[src/assert_macros.svh]
// Assertion macros shared by the combination generator RTL.
// Each macro expects signals named clock and reset in the calling scope.
`ifndef ASSERT_MACROS_SVH
`define ASSERT_MACROS_SVH
`ifndef ASSERT_OFF
`define ASSERT_CLK(lbl, prop) \
   lbl: assert property (@(posedge clock) disable iff (reset) prop) \
      else $error("assertion failed in %m");
`define ASSERT_NEVER(lbl, expr) \
   lbl: assert property (@(posedge clock) disable iff (reset) !(expr)) \
      else $error("forbidden condition in %m");
`else
`define ASSERT_CLK(lbl, prop)
`define ASSERT_NEVER(lbl, expr)
`endif
`endif

[src/ncg_pkg.sv]
// Shared types and constants of the combination generator.
// Used by the controller, the datapath and the top level.
package ncg_pkg;

   localparam int N_W   = 6;
   localparam int K_W   = 5;
   localparam int POS_W = 4;
   localparam int IDX_W = 1;
   localparam int CSR_W = 6;

   localparam logic [IDX_W-1:0] REG_SET_SIZE    = 1'd0;
   localparam logic [IDX_W-1:0] REG_SUBSET_SIZE = 1'd1;

   localparam logic [N_W-1:0] SET_SIZE_RST    = 6'd5;
   localparam logic [K_W-1:0] SUBSET_SIZE_RST = 5'd3;

   typedef struct packed {
      logic load_first;
      logic search_init;
      logic read;
      logic search_step;
      logic search_dec;
      logic emit_init;
      logic emit;
      logic emit_exh;
   } cmd_type;

   typedef struct packed {
      logic invalid;
      logic below;
      logic cnt_zero;
      logic cnt_last;
      logic out_free;
   } sts_type;

endpackage

[src/ncg_ram.sv]
// Generic single-write, single-read RAM with registered read data.
// No dependencies.
module ncg_ram #(
   parameter int WIDTH = 6,
   parameter int DEPTH = 16,
   localparam int ADDR_W = (DEPTH > 1) ? $clog2(DEPTH) : 1
) (
   input  logic                       clock,
   input  logic                       we,
   input  logic [ADDR_W-1:0]          waddr,
   input  logic [WIDTH-1:0]           wdata,
   input  logic                       re,
   input  logic [ADDR_W-1:0]          raddr,
   output logic [WIDTH-1:0]           rdata
);
   logic [WIDTH-1:0] mem_ff [DEPTH];
   logic [WIDTH-1:0] rdata_ff;

   always_ff @(posedge clock) begin
      if (we) begin
         mem_ff[waddr] <= wdata;
      end
      if (re) begin
         rdata_ff <= mem_ff[raddr];
      end
   end

   assign rdata = rdata_ff;
endmodule

[src/ncg_ctrl.sv]
// Controller of the combination generator: request handshake and sequencing.
// Depends on ncg_pkg for the command and status structs.
module ncg_ctrl
   import ncg_pkg::*;
(
   input  logic    clock,
   input  logic    reset,
   input  logic    req_valid,
   output logic    req_ready,
   input  logic    req_restart,
   input  sts_type sts,
   output cmd_type cmd
);
   typedef enum logic [2:0] {
      S_IDLE,
      S_CHECK,
      S_EXH,
      S_SRD,
      S_SCMP,
      S_ERD,
      S_EOUT
   } state_type;

   state_type state_ff, state_in;
   logic      req_ready_ff;

   always_comb begin
      state_in = state_ff;
      cmd      = '0;
      case (state_ff)
         S_IDLE: begin
            if (req_valid && req_ready_ff) begin
               cmd.load_first = req_restart;
               state_in       = S_CHECK;
            end
         end
         S_CHECK: begin
            if (sts.invalid) begin
               state_in = S_EXH;
            end else begin
               cmd.search_init = 1'b1;
               state_in        = S_SRD;
            end
         end
         S_EXH: begin
            if (sts.out_free) begin
               cmd.emit_exh = 1'b1;
               state_in     = S_IDLE;
            end
         end
         S_SRD: begin
            cmd.read = 1'b1;
            state_in = S_SCMP;
         end
         S_SCMP: begin
            cmd.search_step = 1'b1;
            if (sts.below || sts.cnt_zero) begin
               cmd.emit_init = 1'b1;
               state_in      = S_ERD;
            end else begin
               cmd.search_dec = 1'b1;
               state_in       = S_SRD;
            end
         end
         S_ERD: begin
            cmd.read = 1'b1;
            state_in = S_EOUT;
         end
         S_EOUT: begin
            if (sts.out_free) begin
               cmd.emit = 1'b1;
               state_in = sts.cnt_last ? S_IDLE : S_ERD;
            end
         end
         default: begin
            state_in = S_IDLE;
         end
      endcase
   end

   always_ff @(posedge clock) begin
      if (reset) begin
         state_ff     <= S_IDLE;
         req_ready_ff <= 1'b1;
      end else begin
         state_ff     <= state_in;
         req_ready_ff <= (state_in == S_IDLE);
      end
   end

   assign req_ready = req_ready_ff;
endmodule

[src/ncg_dpath.sv]
// Datapath of the combination generator: config, element store, search and output beat.
// Depends on ncg_pkg, ncg_ram and assert_macros.svh.
`include "assert_macros.svh"
module ncg_dpath
   import ncg_pkg::*;
#(
   parameter int MAX_K = 16,
   parameter int MAX_N = 63
) (
   input  logic              clock,
   input  logic              reset,
   input  logic              csr_we,
   input  logic [IDX_W-1:0]  csr_index,
   input  logic [CSR_W-1:0]  csr_data,
   input  cmd_type           cmd,
   output sts_type           sts,
   output logic              rsp_valid,
   input  logic              rsp_ready,
   output logic [N_W-1:0]    rsp_element,
   output logic [POS_W-1:0]  rsp_position,
   output logic              rsp_last,
   output logic              rsp_final_combination,
   output logic              rsp_exhausted
);
   localparam int ADDR_W = (MAX_K > 1) ? $clog2(MAX_K) : 1;
   localparam logic [7:0] MAX_K_V = 8'(MAX_K);
   localparam logic [8:0] MAX_N_V = 9'(MAX_N);

   logic [N_W-1:0]    n_ff;
   logic [K_W-1:0]    k_ff;
   logic [MAX_K-1:0]  valid_ff;
   logic              done_ff;
   logic [K_W-1:0]    cnt_ff;
   logic              found_ff;
   logic [K_W-1:0]    pivot_ff;
   logic [N_W-1:0]    run_ff;

   logic              rsp_valid_ff;
   logic [N_W-1:0]    rsp_element_ff;
   logic [POS_W-1:0]  rsp_position_ff;
   logic              rsp_last_ff;
   logic              rsp_final_ff;
   logic              rsp_exhausted_ff;

   logic [ADDR_W-1:0] addr;
   logic [N_W-1:0]    rdata;
   logic [N_W-1:0]    eff;
   logic [7:0]        limit;
   logic              ram_we;
   logic [N_W-1:0]    wdata;
   logic              load_out;

   assign addr  = ADDR_W'(cnt_ff);
   assign eff   = valid_ff[addr] ? rdata : (N_W'(cnt_ff) + 6'd1);
   assign limit = {2'b00, n_ff} - {3'b000, k_ff} + {3'b000, cnt_ff} + 8'd1;

   assign ram_we   = cmd.emit && found_ff && (cnt_ff >= pivot_ff);
   assign wdata    = (cnt_ff == pivot_ff) ? (eff + 6'd1) : (run_ff + 6'd1);
   assign load_out = cmd.emit || cmd.emit_exh;

   assign sts.invalid  = (k_ff == '0) || ({3'b000, k_ff} > MAX_K_V)
                         || ({1'b0, k_ff} > n_ff) || ({3'b000, n_ff} > MAX_N_V)
                         || done_ff;
   assign sts.below    = ({2'b00, eff} < limit);
   assign sts.cnt_zero = (cnt_ff == '0);
   assign sts.cnt_last = (cnt_ff == (k_ff - 5'd1));
   assign sts.out_free = !rsp_valid_ff || rsp_ready;

   ncg_ram #(
      .WIDTH (N_W),
      .DEPTH (MAX_K)
   ) u_ram (
      .clock (clock),
      .we    (ram_we),
      .waddr (addr),
      .wdata (wdata),
      .re    (cmd.read),
      .raddr (addr),
      .rdata (rdata)
   );

   always_ff @(posedge clock) begin
      if (reset) begin
         n_ff         <= SET_SIZE_RST;
         k_ff         <= SUBSET_SIZE_RST;
         valid_ff     <= '0;
         done_ff      <= 1'b0;
         found_ff     <= 1'b0;
         rsp_valid_ff <= 1'b0;
      end else begin
         if (csr_we) begin
            case (csr_index)
               REG_SET_SIZE:    n_ff <= csr_data;
               REG_SUBSET_SIZE: k_ff <= csr_data[K_W-1:0];
               default: ;
            endcase
         end
         if (cmd.load_first) begin
            valid_ff <= '0;
            done_ff  <= 1'b0;
         end
         if (cmd.search_init) begin
            found_ff <= 1'b0;
         end
         if (cmd.search_step && sts.below) begin
            found_ff <= 1'b1;
         end
         if (ram_we) begin
            valid_ff[addr] <= 1'b1;
         end
         if (cmd.emit && sts.cnt_last && !found_ff) begin
            done_ff <= 1'b1;
         end
         if (load_out) begin
            rsp_valid_ff <= 1'b1;
         end else if (rsp_ready) begin
            rsp_valid_ff <= 1'b0;
         end
      end
   end

   always_ff @(posedge clock) begin
      if (cmd.search_init) begin
         cnt_ff <= k_ff - 5'd1;
      end else if (cmd.emit_init) begin
         cnt_ff <= '0;
      end else if (cmd.search_dec) begin
         cnt_ff <= cnt_ff - 5'd1;
      end else if (cmd.emit) begin
         cnt_ff <= cnt_ff + 5'd1;
      end
      if (cmd.search_step && sts.below) begin
         pivot_ff <= cnt_ff;
      end
      if (ram_we) begin
         run_ff <= wdata;
      end
      if (cmd.emit) begin
         rsp_element_ff   <= eff;
         rsp_position_ff  <= cnt_ff[POS_W-1:0];
         rsp_last_ff      <= sts.cnt_last;
         rsp_final_ff     <= !found_ff;
         rsp_exhausted_ff <= 1'b0;
      end else if (cmd.emit_exh) begin
         rsp_element_ff   <= '0;
         rsp_position_ff  <= '0;
         rsp_last_ff      <= 1'b1;
         rsp_final_ff     <= 1'b0;
         rsp_exhausted_ff <= 1'b1;
      end
   end

   assign rsp_valid             = rsp_valid_ff;
   assign rsp_element           = rsp_element_ff;
   assign rsp_position          = rsp_position_ff;
   assign rsp_last              = rsp_last_ff;
   assign rsp_final_combination = rsp_final_ff;
   assign rsp_exhausted         = rsp_exhausted_ff;

   `ASSERT_NEVER(a_load_over_full, load_out && rsp_valid_ff && !rsp_ready)
   `ASSERT_CLK(a_write_after_pivot, ram_we |-> (found_ff && (cnt_ff >= pivot_ff)))
   `ASSERT_CLK(a_exh_beat_shape, (rsp_valid_ff && rsp_exhausted_ff) |-> rsp_last_ff)
   `ASSERT_CLK(a_emit_single_cycle, cmd.emit |=> !cmd.emit)
endmodule

[src/next_combination_generator_unit.sv]
// Top level of the lexicographic k-combination generator.
// Depends on ncg_pkg, ncg_ctrl and ncg_dpath.
//
// Usage:
//   csr_we/csr_index/csr_data write set_size (index 0) and subset_size (index 1)
//   while the block is idle; issue a request with restart set after a write.
//   Each request beat on req_valid/req_ready (payload req_restart) yields k
//   response beats on rsp_valid/rsp_ready, one element each in ascending
//   position, with rsp_last on the final one. With an invalid configuration
//   or after the last combination, a request yields one beat with
//   rsp_exhausted set.
// Sequencing:
//   An accepted request is checked, then the pivot scan runs 1 to k search
//   steps from the right, each a read and a compare, and then each element
//   is emitted as a registered read of the element RAM and an output beat.
//   req_ready is high only between requests; the combination advances
//   during emission.
// Reset and stall:
//   Reset loads 1..k, clears the exhausted state and sets n=5, k=3.
//   A stalled rsp_ready holds the output beat and pauses emission.
module next_combination_generator_unit
   import ncg_pkg::*;
#(
   parameter int MAX_K = 16,
   parameter int MAX_N = 63
) (
   input  logic              clock,
   input  logic              reset,
   input  logic              req_valid,
   output logic              req_ready,
   input  logic              req_restart,
   output logic              rsp_valid,
   input  logic              rsp_ready,
   output logic [N_W-1:0]    rsp_element,
   output logic [POS_W-1:0]  rsp_position,
   output logic              rsp_last,
   output logic              rsp_final_combination,
   output logic              rsp_exhausted,
   input  logic              csr_we,
   input  logic [IDX_W-1:0]  csr_index,
   input  logic [CSR_W-1:0]  csr_data
);
   cmd_type cmd;
   sts_type sts;

   ncg_ctrl u_ctrl (
      .clock       (clock),
      .reset       (reset),
      .req_valid   (req_valid),
      .req_ready   (req_ready),
      .req_restart (req_restart),
      .sts         (sts),
      .cmd         (cmd)
   );

   ncg_dpath #(
      .MAX_K (MAX_K),
      .MAX_N (MAX_N)
   ) u_dpath (
      .clock                 (clock),
      .reset                 (reset),
      .csr_we                (csr_we),
      .csr_index             (csr_index),
      .csr_data              (csr_data),
      .cmd                   (cmd),
      .sts                   (sts),
      .rsp_valid             (rsp_valid),
      .rsp_ready             (rsp_ready),
      .rsp_element           (rsp_element),
      .rsp_position          (rsp_position),
      .rsp_last              (rsp_last),
      .rsp_final_combination (rsp_final_combination),
      .rsp_exhausted         (rsp_exhausted)
   );
endmodule

[config.mk]
export PLATFORM = sky130hd
export DESIGN_NAME = next_combination_generator_unit
export DESIGN_NICKNAME = d
export VERILOG_FILES = /design/src/ncg_pkg.sv /design/src/ncg_ram.sv /design/src/ncg_ctrl.sv /design/src/ncg_dpath.sv /design/src/next_combination_generator_unit.sv
export VERILOG_INCLUDE_DIRS = /design/src /design/src/src
export SDC_FILE = /design/constraint.sdc
export NUM_CORES = 1
export LEC_CHECK = 0
export BUFFER_PORTS_ARGS = -buffer_cell sky130_fd_sc_hd__buf_2
export CORE_AREA = 2 2 136 205
export CTS_CLUSTER_DIAMETER = 200
export CTS_CLUSTER_SIZE = 12
export DETAILED_ROUTE_END_ITERATION = 8
export DIE_AREA = 0 0 138 207
export GPL_TIMING_DRIVEN = 0
export PLACE_DENSITY = 0.53
export SYNTH_ARGS = -nofsm -noshare
export SYNTH_HDL_FRONTEND = slang
export SYNTH_HIERARCHICAL = 1
export SYNTH_SLANG_ARGS = --single-unit
export TNS_END_PERCENT = 5
[constraint.sdc]
create_clock -name clock -period 6.42 [get_ports clock]
set_input_delay 0.642 -clock clock [delete_from_list [all_inputs] [get_ports clock]]
set_output_delay 0.642 -clock clock [all_outputs]
set_load 0.05 [all_outputs]
# ---- Yosys cells after proc, flatten, opt, wreduce, memory -nomap -nowiden
# Memories as Yosys holds them, arrays and structs flattened. A register that Yosys moved wholly into a read port is not among the register bits.
# Index checks and enable logic that the tools add are counted.
# W data, S select, Z words.
dict set report classes {
  eq_ne 8
  add_sub_neg 9
  mux 47
  n_lt_le_gt_ge 6
  n_reduce_logical 27
  bitwise 2
}
# operator count
set op_table {}
lappend op_table {{$mux W16} 3}
lappend op_table {{$mux W1} 25}
lappend op_table {{$mux W6} 4}
lappend op_table {{$pmux W3 S7} 1}
lappend op_table {{$mux W5} 4}
lappend op_table {{$mux W3} 6}
lappend op_table {{$or A16 B16 Y16} 1}
lappend op_table {{$add A6 B1 Y6 const B} 2}
lappend op_table {{$eq A5 B5 Y1} 2}
lappend op_table {{$logic_not A5 Y1} 2}
lappend op_table {{$sub A5 B1 Y5 const B} 2}
lappend op_table {{$eq A3 B3 Y1 const B} 3}
lappend op_table {{$add A8 B1 Y8 const B} 1}
lappend op_table {{$add A8 B5 Y8} 1}
lappend op_table {{$lt A6 B8 Y1} 1}
lappend op_table {{$mux W4} 2}
lappend op_table {{$reduce_bool A2 Y1} 4}
lappend op_table {{$logic_and A1 B1 Y1} 7}
lappend op_table {{$sub A6 B5 Y7} 1}
lappend op_table {{$add A5 B1 Y6 const B} 1}
lappend op_table {{$eq A3 B2 Y1 const B} 2}
lappend op_table {{$gt A5 B6 Y1} 1}
lappend op_table {{$logic_not A3 Y1} 2}
lappend op_table {{$logic_or A1 B1 Y1} 6}
lappend op_table {{other kinds (13)} 15}
dict set report totals {
  mem_count 1
  reg_bits 63
  input_bits 13
  output_inout_bits 15
  ram_bits 96
  elab_cells 116
}
# name words width rd rd_clocked_by_memory_dff write_ports line_no
set mem_list {}
lappend mem_list {u_dpath.u_ram.mem_ff 16 6 1 1 1 ncg_ram.sv:16} ;# logic [WIDTH-1:0] mem_ff [DEPTH];

# ---- Depth between registers and ports, before layout
dict set report logic_depth {
  word_depth 10
  ltp_mapped 25
  mapped_depth_nobuf 25
}

# ---- Hierarchy
# The synthesis kept the hierarchy.
# mod n_inst seq_area_each_um2 area_each_um2 cells_per_inst
set by_module_without_submodules {}
lappend by_module_without_submodules {ncg_ram 1 3062.9 3955.0 178}
lappend by_module_without_submodules {ncg_dpath 1 1461.4 3646.0 381}
lappend by_module_without_submodules {ncg_ctrl 1 80.1 336.6 42}

# ---- Least setup slack after synthesis
# Ideal clock, no wire load.
dict set report synth_timing {
  path_kind {reg-to-reg}
  startpoint {reg u_dpath.k_ff[0]}
  endpoint {reg u_dpath.cnt_ff[4] (data pin)}
  setup_slack_ns 1.592
  synth_period_minus_slack_ns 4.828
  required_ns 6.267
  stages_incl_launch_ff 24
  setup_time_ns 0.153
  t_arrival_ns 4.676
  n_path_buf 0
  cell_sequence {dfxtp_1 ha_1 inv_1 fa_1 ha_1 nor2b_1 o21a_1 o21ai_0 nand2b_1 a21oi_1 xor2_1 xnor2_1 ha_1 o211ai_1 a21oi_1 a211o_1 nand2_1 nor3_1 ha_1 a21o_1 a21oi_1 xnor2_1 or3_1 o21ai_0}
}
# element line_no
set synth_lines {}
lappend synth_lines {{start: declaration} ncg_dpath.sv:30} ;# logic [K_W-1:0] k_ff;
lappend synth_lines {{start signal: assignment} ncg_dpath.sv:94} ;# REG_SUBSET_SIZE: k_ff <= csr_data[K_W-1:0];
lappend synth_lines {{end signal: assignment} ncg_dpath.sv:124} ;# cnt_ff <= k_ff - 5'd1;
lappend synth_lines {{end signal: assignment} ncg_dpath.sv:128} ;# cnt_ff <= cnt_ff - 5'd1;
lappend synth_lines {{end signal: assignment} ncg_dpath.sv:130} ;# cnt_ff <= cnt_ff + 5'd1;
lappend synth_lines {{end: declaration} ncg_dpath.sv:33} ;# logic [K_W-1:0] cnt_ff;

==> metrics.txt <==
status=completed; I/O Buffers=27; f_max=172 MHz; Post-synth top flop=edfxtp_1; GPL Wtd Cong=0.776; P&R area growth vs syn=14.3%; multiplexer share of the synthesized area=10.2%; Leak=3.31 nW; Fin. Hold Viols=0; Slowest cell on crit path=edfxtp_1; worst endpoint required time=6700 ps; Max Transition Viols Final=0; CTS max path bufs=2; Crit Path Category=reg -> reg; # setup viols final=0; vias in the first global route=4988; Slew headroom=11.8%; largest family of logic cells by synthesized area=simple AND/OR/NAND/NOR gates; Worst-Margin Slew=1320 ps; via count=4739; CP arrival=6090 ps; hold-critical path depth=2; register area share after synthesis=58.0%; overall global routing resource usage=12.6%; Setup TNS=0 ps; global-route wire length before repair=27500 um; most common cell after layout, fill and taps aside=edfxtp_1; Starting Density=29.6%; Synth async-reset ratio=0%; critical-path maximum fanout=17; layout cells sized above 1=16.7%; post-synthesis adder-cell area fraction=5.33%; Critical Path End Type=register; Reg clk slew, reported paths=70 ps; antenna diode instance count=0; H-tree depth=4; DIE HEIGHT=207 um; FP Rows=74; Setup Fix Bufs, Post-CTS=0; remaining antenna violation count=0; RSZ-0062 raised after global routing=false; placeable core area=26900 um2; crit path cell chain=buf_6 > mux4_2 > mux2i_2 > mux2_4 > mux2i_1 > inv_1 > ha_1 > o21a_1 > o211ai_1 > a21oi_1 > a211o_1 > nand2_1 > nor3_1 > ha_1 > a21o_1 > a21oi_1 > xnor2_1 > or3_1 > o21ai_0; maxcap violations=0; largest net degree at the start of global routing=18; mapped cell area=7940 um2; Critical Path Source Type=register; nets=693; Synth Area in XOR/XNOR=2.87%; Worst-Skew Late Latency=430 ps; initial drt markers=246; Yosys cell types=60; initial antenna violation count=0; Period minus WS final=5810 ps; commonest non-fill, non-tap cells in the layout=edfxtp_1, nor2_1, a21oi_1; CTS sink cnt=165; Die Wd=138 um; CTS Root Cell=clkbuf_16; final wirelength=17700 um; Post-Synth Simple-Gate Area=12.6%; # hold bufs at CTS=0; warnings from Yosys=6; router iterations before antenna repair=4; post_cts resized=0; Hold Crit Class=in -> reg; Pwr Total=0.00257 W; hpwl dp=13100 um; DR WL/cell=17.7 um; pwr dens=284 nW/um2; Via-to-Cell Ratio=4.73; Syn Nets=646; Tcrit/Tclk final=90.4%; Post-Syn Instances=601; remaining routing DRC violations=0; Ports=28; EDFF count, synth=130; Setup Skew=11.5 ps; worst reg2reg path depth=19; Num CTS Buffers=17; VDD IR max=137 uV; grt total ovfl=0; CTS tree=done; crit-path max cell delay=890 ps; compound-cell area share of the yosys netlist=7.74%; Avg Inst Size Synth=13.2 um2; Die ar.=28600 um2; post-synthesis register bit count=165
==> report_power, final <==
part           switching [W]  internal, W
clock network       0.000431     0.000495
registers          0.0000285      0.00118
logic               0.000262     0.000183
total               0.000722      0.00185
==> registers in the layout, summed over array words and instances (netlist names) <==
name	flops
u_ctrl/state_ff	3
u_dpath/cnt_ff	5
u_dpath/valid_ff	16
u_dpath/rsp_last	1
u_dpath/rsp_final_combination	1
u_dpath/done_ff	1
u_dpath/run_ff	6
u_dpath/u_ram/mem_ff	96
u_dpath/rsp_position	4
u_ctrl/req_ready	1
u_dpath/found_ff	1
u_dpath/u_ram/rdata	6
u_dpath/pivot_ff	5
u_dpath/rsp_element	6
u_dpath/n_ff	6
u_dpath/rsp_valid	1
u_dpath/rsp_exhausted	1
u_dpath/k_ff	5
==> critical path, delay by kind of cell (launching register included) <==
kind,cells,cell delay [ps]
flops,1,890
fa+ha+maj,2,730
simple gates,3,1140
mux,4,1470
buf+inv,2,350
xor+xnor,1,80
compound gates,7,950
==> layer usage <==
| metal | wire length [um] | track usage, % | vias up |
|---|---|---|---|
| met5 | 0 | 0 | - |
| met4 | 419 | 5.35 | 0 |
| met3 | 439 | 2.87 | 22 |
| met2 | 10300 | 25.0 | 57 |
| met1 | 6600 | 12.4 | 2335 |
| li1 | - | - | 2325 |
==> logic make-up (layout without fill, tap and decap cells) <==
group	after synthesis	in the layout
xor gates and xnor gates	26	26
and+or+nand+nor	188	188
buffers and inverters	51	110
AOI/OAI and AO/OA	99	99
muxes	40	40
DFF	165	165
adders and majority gates	32	32
==> cell usage after synthesis (all sizes together) (2+ instances only) <==
cell type	count	area, um2
a22oi	12	90.1
nand2	34	128
ha	29	363
nor4b	3	38.8
a21boi	3	22.5
and2	8	50.1
o21a	5	37.5
nor2	53	199
inv	28	108
dfxtp	35	701
a21oi	44	228
mux4	28	676
or3b	2	17.5
nand3b	4	30.0
nand2b	10	62.6
a211oi	2	15.0
and3	6	37.5
xnor2	16	140
nor3	14	85.1
a211o	4	35.0
clkbuf	12	50.1
fa	3	60.1
or3	3	18.8
a21o	6	45.0
nor3b	6	50.1
buf	11	96.3
nand3	7	35.0
nor2b	32	200
edfxtp	130	3900
mux2	2	30.0
mux2i	10	108
o21ai	15	75.1
xor2	10	87.6
or4	2	15.0
==> path summary, 6_finish.rpt <==
check	end	from	slack [ps]
worst max-delay path	u_dpath/cnt_ff[4]	u_dpath/cnt_ff[1]	610
worst min-delay path	u_dpath/n_ff[0]	csr_data[0]	450
worst max register to register	u_dpath/cnt_ff[4]	u_dpath/cnt_ff[1]	610
worst min register to register	u_dpath/n_ff[3]	u_dpath/n_ff[3]	460
==> cell type report <==
cell class / count / area (um2)
sequential: 165 / 4600
multi-input combinational: 385 / 3110
buffer: 23 / 146
tap: 342 / 428
clock buffer: 17 / 425
inverter: 28 / 108
clock inverter: 14 / 104
fill: 2648 / 17800
timing repair buffer: 28 / 146
==> metrics by stage <==
stage	util [%]	area, um2	hold WS (ps)	worst slack, ps	instances
final	33.8	9070	449	615	1002
after detailed placement	31.7	8520	457	569	971
after floorplan	-	7940	441	1590	601
after CTS	33.7	9040	429	523	1002
after global placement	31.7	8500	454	560	970
after global routing	33.8	9070	439	231	1002
No activity file was read; power rests on OpenSTA's default activity.
